## src/design/disr_pkg.sv

```systemverilog
// ----------------------------------------------------------------------------
// disr_pkg
// Shared widths, register indexes, state encoding and controller/datapath
// command and status bundles for the depth image residual statistics block.
// ----------------------------------------------------------------------------
package disr_pkg;

  // default parameter values
  localparam int MAX_PIXELS_DEF      = 1048576;
  localparam int RATIO_FRAC_BITS_DEF = 16;

  // fixed field widths
  localparam int DEPTH_W     = 16;
  localparam int THRESH_W    = 18;
  localparam int COUNT_W     = 21;
  localparam int SUM_W       = 38;
  localparam int IN_TDATA_W  = 40;
  localparam int OUT_TDATA_W = 120;
  localparam int CFG_INDEX_W = 1;
  localparam int CFG_DATA_W  = 18;

  // configuration register indexes
  localparam logic [CFG_INDEX_W-1:0] REG_INLIER_THRESHOLD = 1'b0;
  localparam logic [CFG_INDEX_W-1:0] REG_RELATIVE_MODE    = 1'b1;

  // controller states
  typedef enum logic [1:0] {
    ST_IDLE,
    ST_DIV,
    ST_ACC,
    ST_EMIT
  } state_t;

  // controller to datapath
  typedef struct packed {
    logic load;
    logic div_step;
    logic acc;
    logic emit;
  } cmd_t;

  // datapath to controller
  typedef struct packed {
    logic rel;
    logic div_last;
    logic last;
    logic out_free;
  } status_t;

  // count saturation point: smaller of the pixel limit and the field maximum
  function automatic logic [COUNT_W-1:0] count_cap(input int max_pixels);
    logic [COUNT_W-1:0] cap;
    if (max_pixels < (2 ** COUNT_W) - 1) begin
      cap = COUNT_W'(max_pixels);
    end else begin
      cap = {COUNT_W{1'b1}};
    end
    return cap;
  endfunction

endpackage

```

## src/design/disr_dp.sv

```systemverilog
// ----------------------------------------------------------------------------
// disr_dp
// Datapath: pixel pair capture, restoring divider for the relative residual,
// saturating inlier/outlier accumulators and the output register.
// ----------------------------------------------------------------------------
module disr_dp #(
  parameter int MAX_PIXELS      = disr_pkg::MAX_PIXELS_DEF,
  parameter int RATIO_FRAC_BITS = disr_pkg::RATIO_FRAC_BITS_DEF
) (
  input  logic                                clk,
  input  logic                                rst,
  input  disr_pkg::cmd_t                      cmd,
  output disr_pkg::status_t                   st,
  input  logic [disr_pkg::IN_TDATA_W-1:0]     s_tdata,
  input  logic                                s_tlast,
  input  logic [disr_pkg::THRESH_W-1:0]       inlier_threshold,
  input  logic                                relative_mode,
  input  logic                                m_tready,
  output logic                                m_tvalid,
  output logic [disr_pkg::OUT_TDATA_W-1:0]    m_tdata
);

  localparam int DW     = disr_pkg::DEPTH_W;
  localparam int QW     = RATIO_FRAC_BITS + 2;
  localparam int EW     = (QW > DW) ? QW : DW;
  localparam int CW     = (EW > disr_pkg::THRESH_W) ? EW : disr_pkg::THRESH_W;
  localparam int RW     = DW + 2;
  localparam int STEP_W = $clog2(QW);
  localparam int SW     = disr_pkg::SUM_W;
  localparam int NW     = disr_pkg::COUNT_W;

  localparam logic [STEP_W-1:0] LAST_STEP = STEP_W'(QW - 1);
  localparam logic [NW-1:0]     COUNT_CAP = disr_pkg::count_cap(MAX_PIXELS);
  localparam logic [SW:0]       SUM_MAX   = {1'b0, {SW{1'b1}}};

  // captured pair
  logic [DW-1:0]     diff;
  logic [DW:0]       total;
  logic              used;
  logic              last;
  // divider
  logic [RW-1:0]     rem;
  logic [QW-1:0]     quo;
  logic [STEP_W-1:0] step;
  // accumulators
  logic [NW-1:0]     in_cnt;
  logic [SW-1:0]     in_sum;
  logic [NW-1:0]     out_cnt;
  logic [SW-1:0]     out_sum;
  // output register
  logic [NW-1:0]     res_in_cnt;
  logic [SW-1:0]     res_in_sum;
  logic [NW-1:0]     res_out_cnt;
  logic [SW-1:0]     res_out_sum;

  logic [DW-1:0]     a;
  logic [DW-1:0]     b;
  logic [DW-1:0]     diff_next;
  logic [RW-1:0]     rem_shift;
  logic              rem_ge;
  logic [EW-1:0]     resid;
  logic              is_inlier;
  logic [SW:0]       in_sum_add;
  logic [SW:0]       out_sum_add;
  logic [SW-1:0]     in_sum_next;
  logic [SW-1:0]     out_sum_next;
  logic [NW-1:0]     in_cnt_next;
  logic [NW-1:0]     out_cnt_next;

  // input unpack and absolute difference
  assign a         = s_tdata[15:0];
  assign b         = s_tdata[32:17];
  assign diff_next = (a > b) ? (a - b) : (b - a);

  // one quotient bit per step; the first step takes the integer bit unshifted
  assign rem_shift = (step == '0) ? rem : {rem[RW-2:0], 1'b0};
  assign rem_ge    = (rem_shift >= {1'b0, total});

  // residual select, zero mean gives zero
  always_comb begin
    if (!relative_mode) begin
      resid = EW'(diff);
    end else if (total == '0) begin
      resid = '0;
    end else begin
      resid = EW'(quo);
    end
  end

  assign is_inlier = (CW'(resid) < CW'(inlier_threshold));

  // saturating updates
  assign in_sum_add   = {1'b0, in_sum} + (SW + 1)'(resid);
  assign out_sum_add  = {1'b0, out_sum} + (SW + 1)'(resid);
  assign in_sum_next  = (in_sum_add >= SUM_MAX) ? SUM_MAX[SW-1:0] : in_sum_add[SW-1:0];
  assign out_sum_next = (out_sum_add >= SUM_MAX) ? SUM_MAX[SW-1:0] : out_sum_add[SW-1:0];
  assign in_cnt_next  = (in_cnt >= COUNT_CAP) ? COUNT_CAP : in_cnt + 1'b1;
  assign out_cnt_next = (out_cnt >= COUNT_CAP) ? COUNT_CAP : out_cnt + 1'b1;

  // pair capture and divider iteration
  always_ff @(posedge clk) begin
    if (cmd.load) begin
      diff  <= diff_next;
      total <= {1'b0, a} + {1'b0, b};
      used  <= s_tdata[16] & s_tdata[33];
      last  <= s_tlast;
      rem   <= RW'(diff_next);
      quo   <= '0;
      step  <= '0;
    end else if (cmd.div_step) begin
      rem  <= rem_ge ? (rem_shift - RW'(total)) : rem_shift;
      quo  <= {quo[QW-2:0], rem_ge};
      step <= step + 1'b1;
    end
  end

  // accumulators
  always_ff @(posedge clk) begin
    if (rst) begin
      in_cnt  <= '0;
      in_sum  <= '0;
      out_cnt <= '0;
      out_sum <= '0;
    end else if (cmd.emit) begin
      in_cnt  <= '0;
      in_sum  <= '0;
      out_cnt <= '0;
      out_sum <= '0;
    end else if (cmd.acc && used) begin
      if (is_inlier) begin
        in_cnt <= in_cnt_next;
        in_sum <= in_sum_next;
      end else begin
        out_cnt <= out_cnt_next;
        out_sum <= out_sum_next;
      end
    end
  end

  // output register
  always_ff @(posedge clk) begin
    if (rst) begin
      m_tvalid <= 1'b0;
    end else if (cmd.emit) begin
      m_tvalid <= 1'b1;
    end else if (m_tready) begin
      m_tvalid <= 1'b0;
    end
  end

  always_ff @(posedge clk) begin
    if (cmd.emit) begin
      res_in_cnt  <= in_cnt;
      res_in_sum  <= in_sum;
      res_out_cnt <= out_cnt;
      res_out_sum <= out_sum;
    end
  end

  assign m_tdata = {2'b00, res_out_sum, res_out_cnt, res_in_sum, res_in_cnt};

  // status
  assign st.rel      = relative_mode;
  assign st.div_last = (step == LAST_STEP);
  assign st.last     = last;
  assign st.out_free = !m_tvalid || m_tready;

endmodule

```

## src/design/disr_ctrl.sv

```systemverilog
// ----------------------------------------------------------------------------
// disr_ctrl
// Controller: sequences capture, division, accumulation and result hand-off
// for one pixel pair at a time.
// ----------------------------------------------------------------------------
module disr_ctrl (
  input  logic                clk,
  input  logic                rst,
  input  logic                s_tvalid,
  output logic                s_tready,
  input  disr_pkg::status_t   st,
  output disr_pkg::cmd_t      cmd,
  output disr_pkg::state_t    state
);

  disr_pkg::state_t state_next;

  // state register
  always_ff @(posedge clk) begin
    if (rst) begin
      state <= disr_pkg::ST_IDLE;
    end else begin
      state <= state_next;
    end
  end

  // next state
  always_comb begin
    state_next = state;
    case (state)
      disr_pkg::ST_IDLE: begin
        if (s_tvalid) begin
          state_next = st.rel ? disr_pkg::ST_DIV : disr_pkg::ST_ACC;
        end
      end
      disr_pkg::ST_DIV: begin
        if (st.div_last) begin
          state_next = disr_pkg::ST_ACC;
        end
      end
      disr_pkg::ST_ACC: begin
        state_next = st.last ? disr_pkg::ST_EMIT : disr_pkg::ST_IDLE;
      end
      disr_pkg::ST_EMIT: begin
        if (st.out_free) begin
          state_next = disr_pkg::ST_IDLE;
        end
      end
      default: begin
        state_next = disr_pkg::ST_IDLE;
      end
    endcase
  end

  // outputs
  always_comb begin
    s_tready     = 1'b0;
    cmd          = '0;
    case (state)
      disr_pkg::ST_IDLE: begin
        s_tready = 1'b1;
        cmd.load = s_tvalid;
      end
      disr_pkg::ST_DIV: begin
        cmd.div_step = 1'b1;
      end
      disr_pkg::ST_ACC: begin
        cmd.acc = 1'b1;
      end
      disr_pkg::ST_EMIT: begin
        cmd.emit = st.out_free;
      end
      default: begin
        s_tready = 1'b0;
      end
    endcase
  end

endmodule

```

## src/design/depth_image_residual_stats.sv

```systemverilog
// ----------------------------------------------------------------------------
// depth_image_residual_stats
// Inlier/outlier residual statistics over co-located pixel pairs of two
// depth images.
// ----------------------------------------------------------------------------
// usage
//   s_* carries one pixel pair per transfer, s_tlast marks the last pixel of
//   the frame. Pairs with both valid flags set add their residual (absolute
//   depth difference, or difference over mean depth as a fixed-point ratio in
//   relative mode) to the inlier or outlier totals against inlier_threshold.
//   After the last pixel one transfer on m_* carries the four totals, which
//   are then cleared. cfg_* writes inlier_threshold (index 0) and
//   relative_mode (index 1); cfg_ready is always high.
// processing
//   One pair is processed at a time. Absolute mode: each pair passes the
//   load and accumulate states. Relative mode: each pair also passes the
//   divider states, where the restoring divider retires one quotient bit per cycle.
//   The last pixel of a frame then passes the emit state to load the result.
// reset and stall
//   rst clears the totals, the registers and the output. While m_tready is
//   low a pending result is held and the next pair is still taken; the block
//   waits only when the following frame's result is ready to load.
// ----------------------------------------------------------------------------
module depth_image_residual_stats #(
  parameter int MAX_PIXELS      = disr_pkg::MAX_PIXELS_DEF,
  parameter int RATIO_FRAC_BITS = disr_pkg::RATIO_FRAC_BITS_DEF
) (
  input  logic                                clk,
  input  logic                                rst,
  // configuration write channel
  input  logic                                cfg_valid,
  output logic                                cfg_ready,
  input  logic [disr_pkg::CFG_INDEX_W-1:0]    cfg_index,
  input  logic [disr_pkg::CFG_DATA_W-1:0]     cfg_data,
  // pixel pair stream
  input  logic                                s_tvalid,
  output logic                                s_tready,
  // depth_a[15:0], valid_a[16], depth_b[32:17], valid_b[33], zero pad
  input  logic [disr_pkg::IN_TDATA_W-1:0]     s_tdata,
  input  logic                                s_tlast,
  // result stream
  output logic                                m_tvalid,
  input  logic                                m_tready,
  // inlier_count[20:0], inlier_sum[58:21], outlier_count[79:59],
  // outlier_sum[117:80], zero pad
  output logic [disr_pkg::OUT_TDATA_W-1:0]    m_tdata
);

  localparam logic [disr_pkg::COUNT_W-1:0] COUNT_CAP = disr_pkg::count_cap(MAX_PIXELS);

  logic [disr_pkg::THRESH_W-1:0] inlier_threshold;
  logic                          relative_mode;
  disr_pkg::cmd_t                cmd;
  disr_pkg::status_t             st;
  disr_pkg::state_t              state;

  // configuration registers
  assign cfg_ready = 1'b1;

  always_ff @(posedge clk) begin
    if (rst) begin
      inlier_threshold <= '0;
      relative_mode    <= 1'b0;
    end else if (cfg_valid) begin
      case (cfg_index)
        disr_pkg::REG_INLIER_THRESHOLD: inlier_threshold <= cfg_data;
        disr_pkg::REG_RELATIVE_MODE:    relative_mode    <= cfg_data[0];
        default: begin
          relative_mode <= relative_mode;
        end
      endcase
    end
  end

  // controller
  disr_ctrl u_ctrl (
    .clk      (clk),
    .rst      (rst),
    .s_tvalid (s_tvalid),
    .s_tready (s_tready),
    .st       (st),
    .cmd      (cmd),
    .state    (state)
  );

  // datapath
  disr_dp #(
    .MAX_PIXELS      (MAX_PIXELS),
    .RATIO_FRAC_BITS (RATIO_FRAC_BITS)
  ) u_dp (
    .clk              (clk),
    .rst              (rst),
    .cmd              (cmd),
    .st               (st),
    .s_tdata          (s_tdata),
    .s_tlast          (s_tlast),
    .inlier_threshold (inlier_threshold),
    .relative_mode    (relative_mode),
    .m_tready         (m_tready),
    .m_tvalid         (m_tvalid),
    .m_tdata          (m_tdata)
  );

  // counts never pass the saturation point
  a_count_cap: assert property (@(posedge clk) disable iff (rst)
    m_tvalid |-> (m_tdata[20:0] <= COUNT_CAP) && (m_tdata[79:59] <= COUNT_CAP))
    else $error("result count above saturation point");

  // a new result appears only out of the emit state
  a_emit_src: assert property (@(posedge clk) disable iff (rst)
    $rose(m_tvalid) |-> ($past(state) == disr_pkg::ST_EMIT))
    else $error("result raised outside emit");

  // one pair in flight: no transfer in the cycle after one is taken
  a_one_item: assert property (@(posedge clk) disable iff (rst)
    (s_tvalid && s_tready) |=> !s_tready)
    else $error("input taken while a pair is in progress");

endmodule

```

## config.mk

```make
export PLATFORM = sky130hd
export DESIGN_NAME = depth_image_residual_stats
export DESIGN_NICKNAME = d
export VERILOG_FILES = /design/src/design/disr_pkg.sv /design/src/design/disr_dp.sv /design/src/design/disr_ctrl.sv /design/src/design/depth_image_residual_stats.sv
export SDC_FILE = /design/constraint.sdc
export NUM_CORES = 1
export LEC_CHECK = 0
export BUFFER_PORTS_ARGS = -buffer_cell sky130_fd_sc_hd__buf_2
export CAP_MARGIN = 30
export CELL_PAD_IN_SITES_DETAIL_PLACEMENT = 1
export CELL_PAD_IN_SITES_GLOBAL_PLACEMENT = 1
export CORE_ASPECT_RATIO = 1.25
export CORE_MARGIN = 3
export CORE_UTILIZATION = 41
export DETAILED_ROUTE_END_ITERATION = 6
export GPL_ROUTABILITY_DRIVEN = 0
export PLACE_DENSITY = 0.82
export SLEW_MARGIN = 5
export SYNTH_ARGS = -nofsm -noshare
export SYNTH_HDL_FRONTEND = slang
export SYNTH_SLANG_ARGS = --single-unit
```

## constraint.sdc

```tcl
create_clock -name clk -period 13.3 [get_ports clk]
set_clock_uncertainty 0.05 [all_clocks]
set_input_delay 3.99 -clock clk [delete_from_list [all_inputs] [get_ports clk]]
set_output_delay 3.99 -clock clk [all_outputs]
set_load 0.03 [all_outputs]
```

==> out/metrics.yaml, run 1 <==
status: "finished clean"
postSynth.asyncResetShare: 0
vias_per_cell: 5.66
first_pass_iters: 5
grt_max_degree: 74
wl_met3_um: 2220
synth_compound_area_frac: 0.168
cp_data_required_time_ps: 13520
synth_top_family_by_area: "compound AO/OA/AOI/OAI gates"
cts_tree: "yes"
finalCritPeriodShare: 0.541
max_slew_margin: 0.315
pre_cts_slack_ps: 5750
hold_viol: 0
first_iter_violations: 715
postCtsSetupBuffers: 0
n_antenna_cell: 0
syn_to_final_growth_pct: 14.1
setup_viol: 0
power.leakage_nw: 7.93
max_cap_violations: 0
cts_made_buffers: 35
cts-resized-gates: 0
utilization: 0.476
rr_startpoint: "u_dp.total[15]"
synth_edf_count: 168
powerDensity_nw_per_um2: 147
num_rows: 85
clk_pin_slew_worst_paths_ps: 50
yosysSeqAreaShare: 0.462
maxSlewViolCount: 0
fmax_mhz: 139
initial_core_util: 0.418
tightest_slew_ps: 1020
cp_num_buf_inv: 3
grt_overflow: 0
wirelength_um: 51300
worstSetupPathType: "in -> reg"
period_minus_slack_ps: 7190
top_layer_used: "met5"
wl_met2_um: 27200
antenna_left: 0
arrival_ps: 7410
nNetsFinal: 2240
port_buffers: 178
critPathMaxStageDelay_ps: 640
die_h_um: 241
synth.distinct_cells: 74
synthFlopType: "edfxtp_1"
crit_path_top_delay_cell: "a2111oi_0"
final_layout_size_suffix_gt1_frac: 0.148
yosys.area_share.simple: 0.161
fillers: 5008
dieWidth_um: 194
h-tree-depth: 2
worstSetupEndpointType: "flop"
path_max_fanout: 15
startpoint_type: "primary input"
wl_met1_um: 19900
clock_sinks: 333
rsz0062_at_grt: "false"
clock_path_buffers: 3
grt_pass1_vias: 15500
wl_per_cell_um: 19.5
hp-start: "inlier_threshold[11]"
synthAdderAreaFrac: 0.0939
synth_warnings: 0
antenna_found_initial: 3
clk_latency_ps: 540
ir_worst_vdd_mv: 0.0881
cp-startpoint: "s_tdata[8]"
cts.root.buffer_cell: "clkbuf_16"
boundaryPins: 188
fin_ws_ps: 6110
grt_usage: 0.209
cp_cell_sequence: "buf_2 -> inv_1 -> ha_1 -> nand2_1 -> nor3_2 -> inv_1 -> o31ai_4 -> nand2_1 -> a2111oi_0 -> a31o_2 -> xnor2_1 -> o21a_1"
tns_ps: 0
synth_mux_area_frac: 0.0179
avgSynthCellArea_um2: 9.57
postCtsHoldBufs: 0
postSynthCellCount: 1888
dieArea_um2: 46700
hp-class: "reg -> reg"
vias: 14900
core_region_area_um2: 43300
syn_area_um2: 18100
drc: 0
yosys_register_bits: 333
grt_pass1_wl_um: 80400
place_hpwl_um: 36900
cpLargestDelayFamily: "compound AO/OA/AOI/OAI gates"
synth-xor-area-share: 0.0494
==> cells in the final DEF (no fill, tap or decap), types with 36 or more instances in the layout <==
cell and instances:
xor2_1 50, xnor2_1 52, ha_1 126, nand2_1 175
dfxtp_1 165, nor3_1 53, inv_1 133, edfxtp_1 168
o21ai_0 121, buf_2 179, a31oi_1 41, and3_1 36
nor2_1 133, a21oi_1 160
==> layer usage <==
metal	vias up	GRT usage
li1	7091	-
met1	7335	0.235
met2	372	0.402
met3	111	0.0282
met4	6	0.0790
met5	-	0
==> synth_stat cells, drive strengths merged (11+ instances only) <==
cell type / instances / share of area
o21a: 16 / 0.0066
clkbuf: 47 / 0.0098
nand2: 177 / 0.037
ha: 126 / 0.087
or3: 27 / 0.0093
a21o: 25 / 0.010
mux2i: 11 / 0.0061
a21oi: 161 / 0.045
mux2: 19 / 0.012
xnor2: 52 / 0.025
nor2b: 20 / 0.0069
nand2b: 15 / 0.0052
nand4: 24 / 0.0083
o21ai: 129 / 0.036
nand3: 34 / 0.010
and2: 11 / 0.0039
inv: 135 / 0.028
nor3: 58 / 0.017
nor2: 134 / 0.028
a211oi: 29 / 0.013
o21bai: 12 / 0.0050
dfxtp: 165 / 0.18
buf: 31 / 0.0099
edfxtp: 168 / 0.28
xor2: 50 / 0.024
a31oi: 41 / 0.014
and3: 40 / 0.015
and4: 16 / 0.0078
a311oi: 13 / 0.0063
==> report_power, final <==
part           internal, mW  switching (mW)  leakage (nW)
Sequential             1.16          0.0389          2.72
Clock                 0.566           0.406         0.542
Combinational         0.337           0.517          4.67
==> cell families (layout without fill, tap and decap cells) <==
group / count (synthesis) / count (layout)
simple gates: 584 / 584
compound gates: 492 / 492
flops: 333 / 333
buf+inv: 213 / 394
fa+ha+maj: 132 / 132
xor+xnor: 102 / 102
mux: 30 / 30
other cells: 2 / 3
==> final cells by class <==
cell class | count | area [µm²] | area share
Clock buffer | 50 | 962 | 0.0467
Clock inverter | 14 | 159 | 0.00771
Tap cell | 565 | 707 | 0.0343
Multi-Input combinational cell | 1343 | 8900 | 0.432
Inverter | 135 | 507 | 0.0246
Timing Repair Buffer | 195 | 1040 | 0.0502
Sequential cell | 333 | 8350 | 0.405
==> worst reg2reg max path, delay by kind of cell, from the launching register on <==
| kind | cells | cell delay, ps |
|---|---|---|
| adders and majority gates | 1 | 470 |
| buffers and inverters | 2 | 700 |
| and+or+nand+nor | 12 | 2880 |
| DFF | 1 | 440 |
| AOI/OAI and AO/OA | 3 | 750 |
==> state kept, by name, summed over array words and instances (netlist names), 21 cells and up <==
signal            flops
u_dp.res_out_cnt     21
u_dp.out_cnt         21
u_dp.res_in_cnt      21
u_dp.res_in_sum      38
u_dp.in_sum          38
u_dp.in_cnt          21
u_dp.out_sum         38
u_dp.res_out_sum     38
==> final timing paths <==
path,slack [ps],cells past startpoint,to
setup / recovery,6110,12,u_dp.rem[15]
hold reg to reg,400,2,inlier_threshold[11]
hold / removal,400,2,inlier_threshold[11]
setup reg to reg,7850,18,u_dp.out_sum[36]
==> per-stage QoR <==
step | cells | hold WS [ps] | power, mW | instance area [µm²]
2_1_floorplan | 1889 | 374 | 1.85 | 18100
3_3_place_gp | 2565 | 387 | 2.02 | 19400
3_5_place_dp | 2569 | 396 | 2.07 | 19500
4_1_cts | 2633 | 407 | 3.04 | 20600
5_1_grt | 2635 | 419 | 3.19 | 20600
6_report | 2635 | 403 | 3.03 | 20600
Power figures use the tool's default switching activity.
==> run 2: changes to the inputs <==
--- a/config.mk
+++ b/config.mk
@@ -5,16 +5,17 @@
 export SDC_FILE = /design/constraint.sdc
 export NUM_CORES = 1
 export LEC_CHECK = 0
+export ABC_AREA = 1
 export BUFFER_PORTS_ARGS = -buffer_cell sky130_fd_sc_hd__buf_2
 export CAP_MARGIN = 30
 export CELL_PAD_IN_SITES_DETAIL_PLACEMENT = 1
 export CELL_PAD_IN_SITES_GLOBAL_PLACEMENT = 1
 export CORE_ASPECT_RATIO = 1.25
 export CORE_MARGIN = 3
-export CORE_UTILIZATION = 41
+export CORE_UTILIZATION = 40
 export DETAILED_ROUTE_END_ITERATION = 6
 export GPL_ROUTABILITY_DRIVEN = 0
-export PLACE_DENSITY = 0.82
+export PLACE_DENSITY = 0.86
 export SLEW_MARGIN = 5
 export SYNTH_ARGS = -nofsm -noshare
 export SYNTH_HDL_FRONTEND = slang
==> constraint.sdc (replaced) <==
create_clock -name clk -period 6.5 [get_ports clk]
set_clock_uncertainty 0.05 [all_clocks]
set_input_delay 1.95 -clock clk [delete_from_list [all_inputs] [get_ports clk]]
set_output_delay 1.95 -clock clk [all_outputs]
set_load 0.03 [all_outputs]
==> run 2 against run 1 <==
Effect of this change:
- power rose to 2.5 times the previous value
- critical path depth rose by 1
- sequential cell count did not move
- sequential share of layout area fell by 4.8 points
- utilization fell by 1.7 points
- setup slack got worse by 4500 ps
- non-clock buffer count fell by 5
- synthesized area rose by 15%
- clock-buffer cell count did not move
- critical endpoint is now u_dp.out_sum[15]
- largest cell class unchanged
- highest routed layer unchanged
==> out/metrics.yaml, run 2 <==
status: "finished clean"
mostFrequentLayoutCells: "nand2_1 (762), nor2_1 (400), inv_1 (330)"
r2r_slack_ps: 1610  # -6240 ps
postSynthCellCount: 2820  # +49%
utilization: 0.459  # -0.0171
powerDensity_nw_per_um2: 327  # +120%
ys_top_cells_by_area: "edfxtp_1 (24%), dfxtp_1 (16%), nand2_1 (14%), ha_1 (7.6%), nor2_1 (7.3%)"
fin_hold_ws_ps: 381  # -22.9 ps
initial_core_util: 0.407  # -0.0102
syn_area_um2: 20700  # +15%
design_area_um2: 23400  # +13%
rsz0062_at_grt: "false"
port_buffers: 178  # unchanged
yosysSeqAreaShare: 0.403  # -0.0590
synth_top_area_cell: "edfxtp_1"
place_hpwl_um: 49600  # +34%
worstSetupPathType: "reg -> reg"
dpl.cell_count: 3580  # +39%
die_h_um: 261  # +8.2%
cpLargestDelayFamily: "simple AND/OR/NAND/NOR gates"
fin_cells: 3646  # +38%
postCtsHoldBufs: 0  # unchanged
antenna_left: 0  # unchanged
core_region_area_um2: 50900  # +18%
clk_pin_slew_worst_paths_ps: 60  # about the same
synthTopCellsByCount: "nand2_1 (762), nor2_1 (402), inv_1 (330), a21oi_1 (178), edfxtp_1 (168)"
synthFlopType: "edfxtp_1"
cp_cell_sequence: "clkinv_1 -> nand2_1 -> nand2_1 -> ha_1 -> nand2_1 -> inv_1 -> nand3_1 -> nor3_1 -> nand2_4 -> nand2_4 -> nand3_2 -> nor2_1 -> nor2_1"
fmax_mhz: 204
first_iter_violations: 1103  # +54%
worstSetupEndpointType: "flop"
first_pass_iters: 5  # unchanged
path_max_fanout: 38  # +23
hold_viol: 0  # unchanged
critPathMaxStageDelay_ps: 840  # +200 ps
grt_pass1_wl_um: 106000  # +32%
finalCritPeriodShare: 0.753
cts_tree: "yes"
totalPowerFinal_mw: 7.64  # +150%
postPlaceCellArea_um2: 22100  # +14%
vias_per_cell: 5.33  # -5.9%
boundaryPins: 188  # unchanged
crit_path_top_delay_cell: "dfxtp_1"
antenna_found_initial: 1  # -2
clock_sinks: 333  # unchanged
num_rows: 92  # +8.2%
grt_max_degree: 120  # +62%
dieArea_um2: 54600  # +17%
synth_edf_count: 168  # unchanged
grt_overflow: 0  # unchanged
grt_usage: 0.236  # +0.0278
clock_path_buffers: 3  # unchanged
cp_data_required_time_ps: 6870  # -6650 ps
maxSlewViolCount: 0  # unchanged
max_cap_violations: 0  # unchanged
final_layout_size_suffix_gt1_frac: 0.0918  # -0.0561
arrival_ps: 5270  # -2140 ps
yosys_register_bits: 333  # unchanged
syn_to_final_growth_pct: 12.8
dieWidth_um: 210  # +8.1%
wirelength_um: 65500  # +28%
vias: 19400  # +30%
ir_worst_vdd_mv: 0.213  # +140%
nNetsFinal: 3156  # +41%
cts.root.buffer_cell: "clkbuf_16"
max_slew_margin: 0.368  # +0.0531
synth_top_area_frac: 0.243  # -0.0357
wl_per_cell_um: 18.0  # -7.8%
pre_cts_slack_ps: 1700  # -4050 ps
period_minus_slack_ps: 4890
fin_ws_ps: 1610  # -4500 ps
clk_latency_ps: 550  # about the same
crit_top_cell: "nand2_1"
synth.distinct_cells: 49  # -34%
cts_made_buffers: 35  # unchanged
cp_num_buf_inv: 2  # -1
synth.most_common_cell: "nand2_1"
fillers: 6461  # +29%
cts-resized-gates: 0  # unchanged
postCtsSetupBuffers: 0  # unchanged
synth_warnings: 0  # unchanged
startpoint_type: "flop"
tns_ps: 0  # unchanged
h-tree-depth: 2  # unchanged
tightest_slew_ps: 947  # -69.9 ps
drc: 0  # unchanged
grt_pass1_vias: 21000  # +35%
hp-class: "reg -> reg"
final_common_cell: "nand2_1"
avgSynthCellArea_um2: 7.35  # -23%
setup_viol: 0  # unchanged
postSynth.asyncResetShare: 0  # unchanged
power.leakage_nw: 10.7  # +35%
## run 2: cell types whose count changed after synthesis, sizes merged, moves of 29 or more
cell,delta
xor2,+48
a31oi,-37
a211oi,-29
and3,-38
nand3,+113
inv,+196
nand2,+591
nor2,+268
## run 2: logic make-up after synthesis
group | share of synthesized area
muxes | 0.000483
and+or+nand+nor | 0.289
buffers and inverters | 0.0829
other | 0.000362
adders and majority gates | 0.0819
AOI/OAI and AO/OA | 0.0883
xor gates and xnor gates | 0.0541
DFF | 0.403
## run 2: path summary, 6_finish.rpt
check                         from                    to  cells after the start
setup / recovery     relative_mode      u_dp.out_sum[15]                     13
hold / removal    u_dp.out_sum[32]  u_dp.res_out_sum[32]                      0
setup reg to reg     relative_mode      u_dp.out_sum[15]                     13
hold reg to reg   u_dp.out_sum[32]  u_dp.res_out_sum[32]                      0
## run 2: area by class of cell
type                            count  area, µm²  share of cell area
Antenna cell                        2       5.00            0.000214
Clock buffer                       50       1050              0.0448
Multi-Input combinational cell   2064      10700               0.457
Timing Repair Buffer              190       1030              0.0439
Inverter                          335       1260              0.0538
Tap cell                          658        823              0.0352
Sequential cell                   333       8350               0.357
Clock inverter                     14        179             0.00766
## run 2: layer usage
metal  GRT usage  share of wire  vias up
li1            -              -     9366
met1       0.257           0.38     9402
met2       0.457           0.53      500
met3      0.0284          0.043      145
met4       0.103          0.041        2
met5           0        0.00012        -
## run 2: worst reg2reg max path: cells and delay by family (launching register included)
| kind | cells | cell delay (ps) |
|---|---|---|
| and+or+nand+nor | 10 | 2780 |
| buffers and inverters | 2 | 700 |
| DFF | 1 | 840 |
| adders and majority gates | 1 | 410 |
## run 2: power by group
part	total, mW	internal (mW)	switching, mW
Clock	2.14	1.26	0.884
Combinational	2.83	0.897	1.93
Sequential	2.67	2.52	0.157
==> run 3: changes to the inputs <==
--- a/config.mk
+++ b/config.mk
@@ -5,17 +5,17 @@
 export SDC_FILE = /design/constraint.sdc
 export NUM_CORES = 1
 export LEC_CHECK = 0
-export ABC_AREA = 1
+export ABC_AREA = 0
 export BUFFER_PORTS_ARGS = -buffer_cell sky130_fd_sc_hd__buf_2
 export CAP_MARGIN = 30
 export CELL_PAD_IN_SITES_DETAIL_PLACEMENT = 1
 export CELL_PAD_IN_SITES_GLOBAL_PLACEMENT = 1
 export CORE_ASPECT_RATIO = 1.25
 export CORE_MARGIN = 3
-export CORE_UTILIZATION = 40
+export CORE_UTILIZATION = 41
 export DETAILED_ROUTE_END_ITERATION = 6
 export GPL_ROUTABILITY_DRIVEN = 0
-export PLACE_DENSITY = 0.86
+export PLACE_DENSITY = 0.85
 export SLEW_MARGIN = 5
 export SYNTH_ARGS = -nofsm -noshare
 export SYNTH_HDL_FRONTEND = slang
==> constraint.sdc (replaced) <==
create_clock -name clk -period 4.2 [get_ports clk]
set_clock_uncertainty 0.05 [all_clocks]
set_input_delay 1.26 -clock clk [delete_from_list [all_inputs] [get_ports clk]]
set_output_delay 1.26 -clock clk [all_outputs]
set_load 0.03 [all_outputs]
==> run 3 against run 2 <==
Effect of this change:
- the flow now finishes with violations (setup timing)
- first-iteration DRC count grew 45%
- largest cell class unchanged
- die area decreased by 15%
- final cell count fell by 20%
- largest power group unchanged
- via count is 4.8% lower
- routed wire length grew 25%
- worst hold slack better by 47 ps
- global-route usage rose by 4.2 points
- clock power rose by 58%
- register-to-register slack worse by 2100 ps
- maximum frequency up 4.3%
- cell area is 3.1% higher
- utilization is 9.7 points higher
==> out/metrics.yaml, run 3 (synthesized netlist as in run 1, its figures left out) <==
fmax_mhz: 213  # +4.3%
rsz0062_at_grt: "true"
clock_path_buffers: 3  # unchanged
pre_cts_slack_ps: -367  # -2070 ps
reg2regPathDepth: 21  # +8
dieWidth_um: 194  # -7.5%
worst_r2r_endpoint: "u_dp.out_sum[25]"
num_rows: 85  # -7.6%
power.leakage_nw: 9.58  # -11%
hold_end: "u_dp.res_out_sum[11]"
port_buffers: 178  # unchanged
grt_overflow: 0  # unchanged
boundaryPins: 188  # unchanged
wirelength_um: 81800  # +25%
grt_pass1_wl_um: 104000  # -1.3%
drc: 0  # unchanged
finalCritPeriodShare: 1.12  # +0.364
final_common_cell: "buf_4"
dieArea_um2: 46700  # -15%
syn_to_final_growth_pct: 33.3
core_region_area_um2: 43300  # -15%
worstSetupPathType: "reg -> reg"
violations: "setup timing"
hold_viol: 0  # unchanged
clockPowerShare: 0.300  # +0.020
powerDensity_nw_per_um2: 470  # +44%
internal_power_mw: 7.36  # +57%
nNetsFinal: 2507  # -21%
tightest_slew_ps: 1040  # +91.4 ps
cts_made_buffers: 34  # -2.9%
cp_data_required_time_ps: 4530  # -2340 ps
max_slew_margin: 0.308  # -0.0603
status: "finished with violations"
seq_power_share: 0.340  # -0.010
switching_share: 0.350  # -0.0388
p_sw_mw: 3.96  # +33%
comb_power_share: 0.360  # -0.010
clk_latency_ps: 550  # about the same
hp-class: "reg -> reg"
period_minus_slack_ps: 4690  # -204 ps
max_cap_violations: 0  # unchanged
clk_pin_slew_worst_paths_ps: 70  # about the same
fin_ws_ps: -489  # -2100 ps
vias_per_cell: 6.37  # +20%
grt_usage: 0.278  # +0.0420
first_iter_violations: 1594  # +45%
initial_core_util: 0.418  # +0.0102
clock_sinks: 333  # unchanged
h-tree-depth: 2  # unchanged
worstSetupEndpointType: "flop"
rr_startpoint: "u_dp.total[2]"
totalPowerFinal_mw: 11.3  # +48%
cts.root.buffer_cell: "clkbuf_16"
final_layout_size_suffix_gt1_frac: 0.321  # +0.229
grt_pass1_vias: 18600  # -11%
arrival_ps: 5020  # -250 ps
cts_tree: "yes"
postCtsHoldBufs: 0  # unchanged
r2r_slack_ps: -490  # -2100 ps
vias: 18500  # -4.8%
setup_viol: 101  # +101
antenna_left: 0  # unchanged
grt_max_degree: 112  # -6.7%
path_max_fanout: 4  # -89%
mostFrequentLayoutCells: "buf_4 (247), buf_2 (179), edfxtp_1 (168)"
antenna_found_initial: 3  # +2
hp-start: "u_dp.out_sum[11]"
startpoint_type: "flop"
first_pass_iters: 5  # unchanged
maxSlewViolCount: 0  # unchanged
place_hpwl_um: 41900  # -16%
die_h_um: 241  # -7.6%
wl_per_cell_um: 28.2  # +57%
ir_worst_vdd_mv: 0.378  # +77%
whs_path_depth: 0  # unchanged
run 3: power by group through the flow:
stage               Combinational (mW)  Sequential, mW  Clock (mW)
global route                      4.30            3.85        3.51
CTS                               3.52            3.81        3.33
global placement                  3.16            3.86           0
finish                            4.07            3.85        3.39
floorplan                         1.97            3.88           0
detailed placement                3.38            3.88           0
run 3: repair_timing:
item	4_1_cts	5_1_grt
setup endpoints to repair	118	121
cloned	1	4
resized for setup	67	214
pin swaps	24	79
buffers inserted	19	29
run 3: how the worst max path moves through the flow:
stage	endpoint	depth (start not counted)	from	slack, ps
global route	u_dp.out_sum[25]	21	u_dp.total[2]	-490
finish	u_dp.out_sum[25]	21	u_dp.total[2]	-490
CTS	u_dp.out_sum[35]	20	u_dp.total[16]	-80
floorplan	u_dp.out_cnt[12]	7	m_tready	8
detailed placement	u_dp.out_sum[28]	18	u_dp.total[6]	-370
global placement	u_dp.out_sum[28]	18	u_dp.total[6]	-160
run 3: area by class of cell:
type | count | area [µm²]
flip-flops and latches | 333 | 8350
clock buffers | 39 | 912
fillers | 4775 | 19200
inverters | 135 | 507
repair buffers | 462 | 3230
clock inverters | 23 | 279
multi-input cells | 1344 | 10100
diodes | 1 | 2.50
well taps | 565 | 707
run 3: worst max-delay path, cell delays in order, from the launching register on:
cell	delay [ps]
edfxtp_1	520
nor4_4	260
nand3_1	120
buf_6	150
nor2_4	130
nor2b_4	90
buf_6	140
nand2_1	150
o21ai_1	100
buf_4	190
buf_4	210
ha_4	280
a211oi_2	340
nor2_1	110
a211o_1	360
o22ai_4	180
o211ai_1	160
buf_4	170
and3_2	250
nand4_1	140
xor2_1	300
a21oi_1	140
run 3: per-stage QoR:
stage               cell area [µm²]  setup TNS [ps]  utilization  cells  hold WS (ps)
floorplan                     18100               0            -   1889           374
global placement              21200           -6890        0.491   2793           389
detailed placement            21300          -24110        0.491   2794           397
CTS                           22900            -631        0.529   2876           409
global route                  24100          -24030        0.557   2901           440
finish                        24100          -14320        0.557   2902           428
run 3: layer usage:
layer,part of all wire,global-route usage,up-vias
li1,-,-,7629
met1,0.32,0.292,8951
met2,0.49,0.516,1369
met3,0.092,0.0443,531
met4,0.10,0.189,4
met5,0.00037,0,-
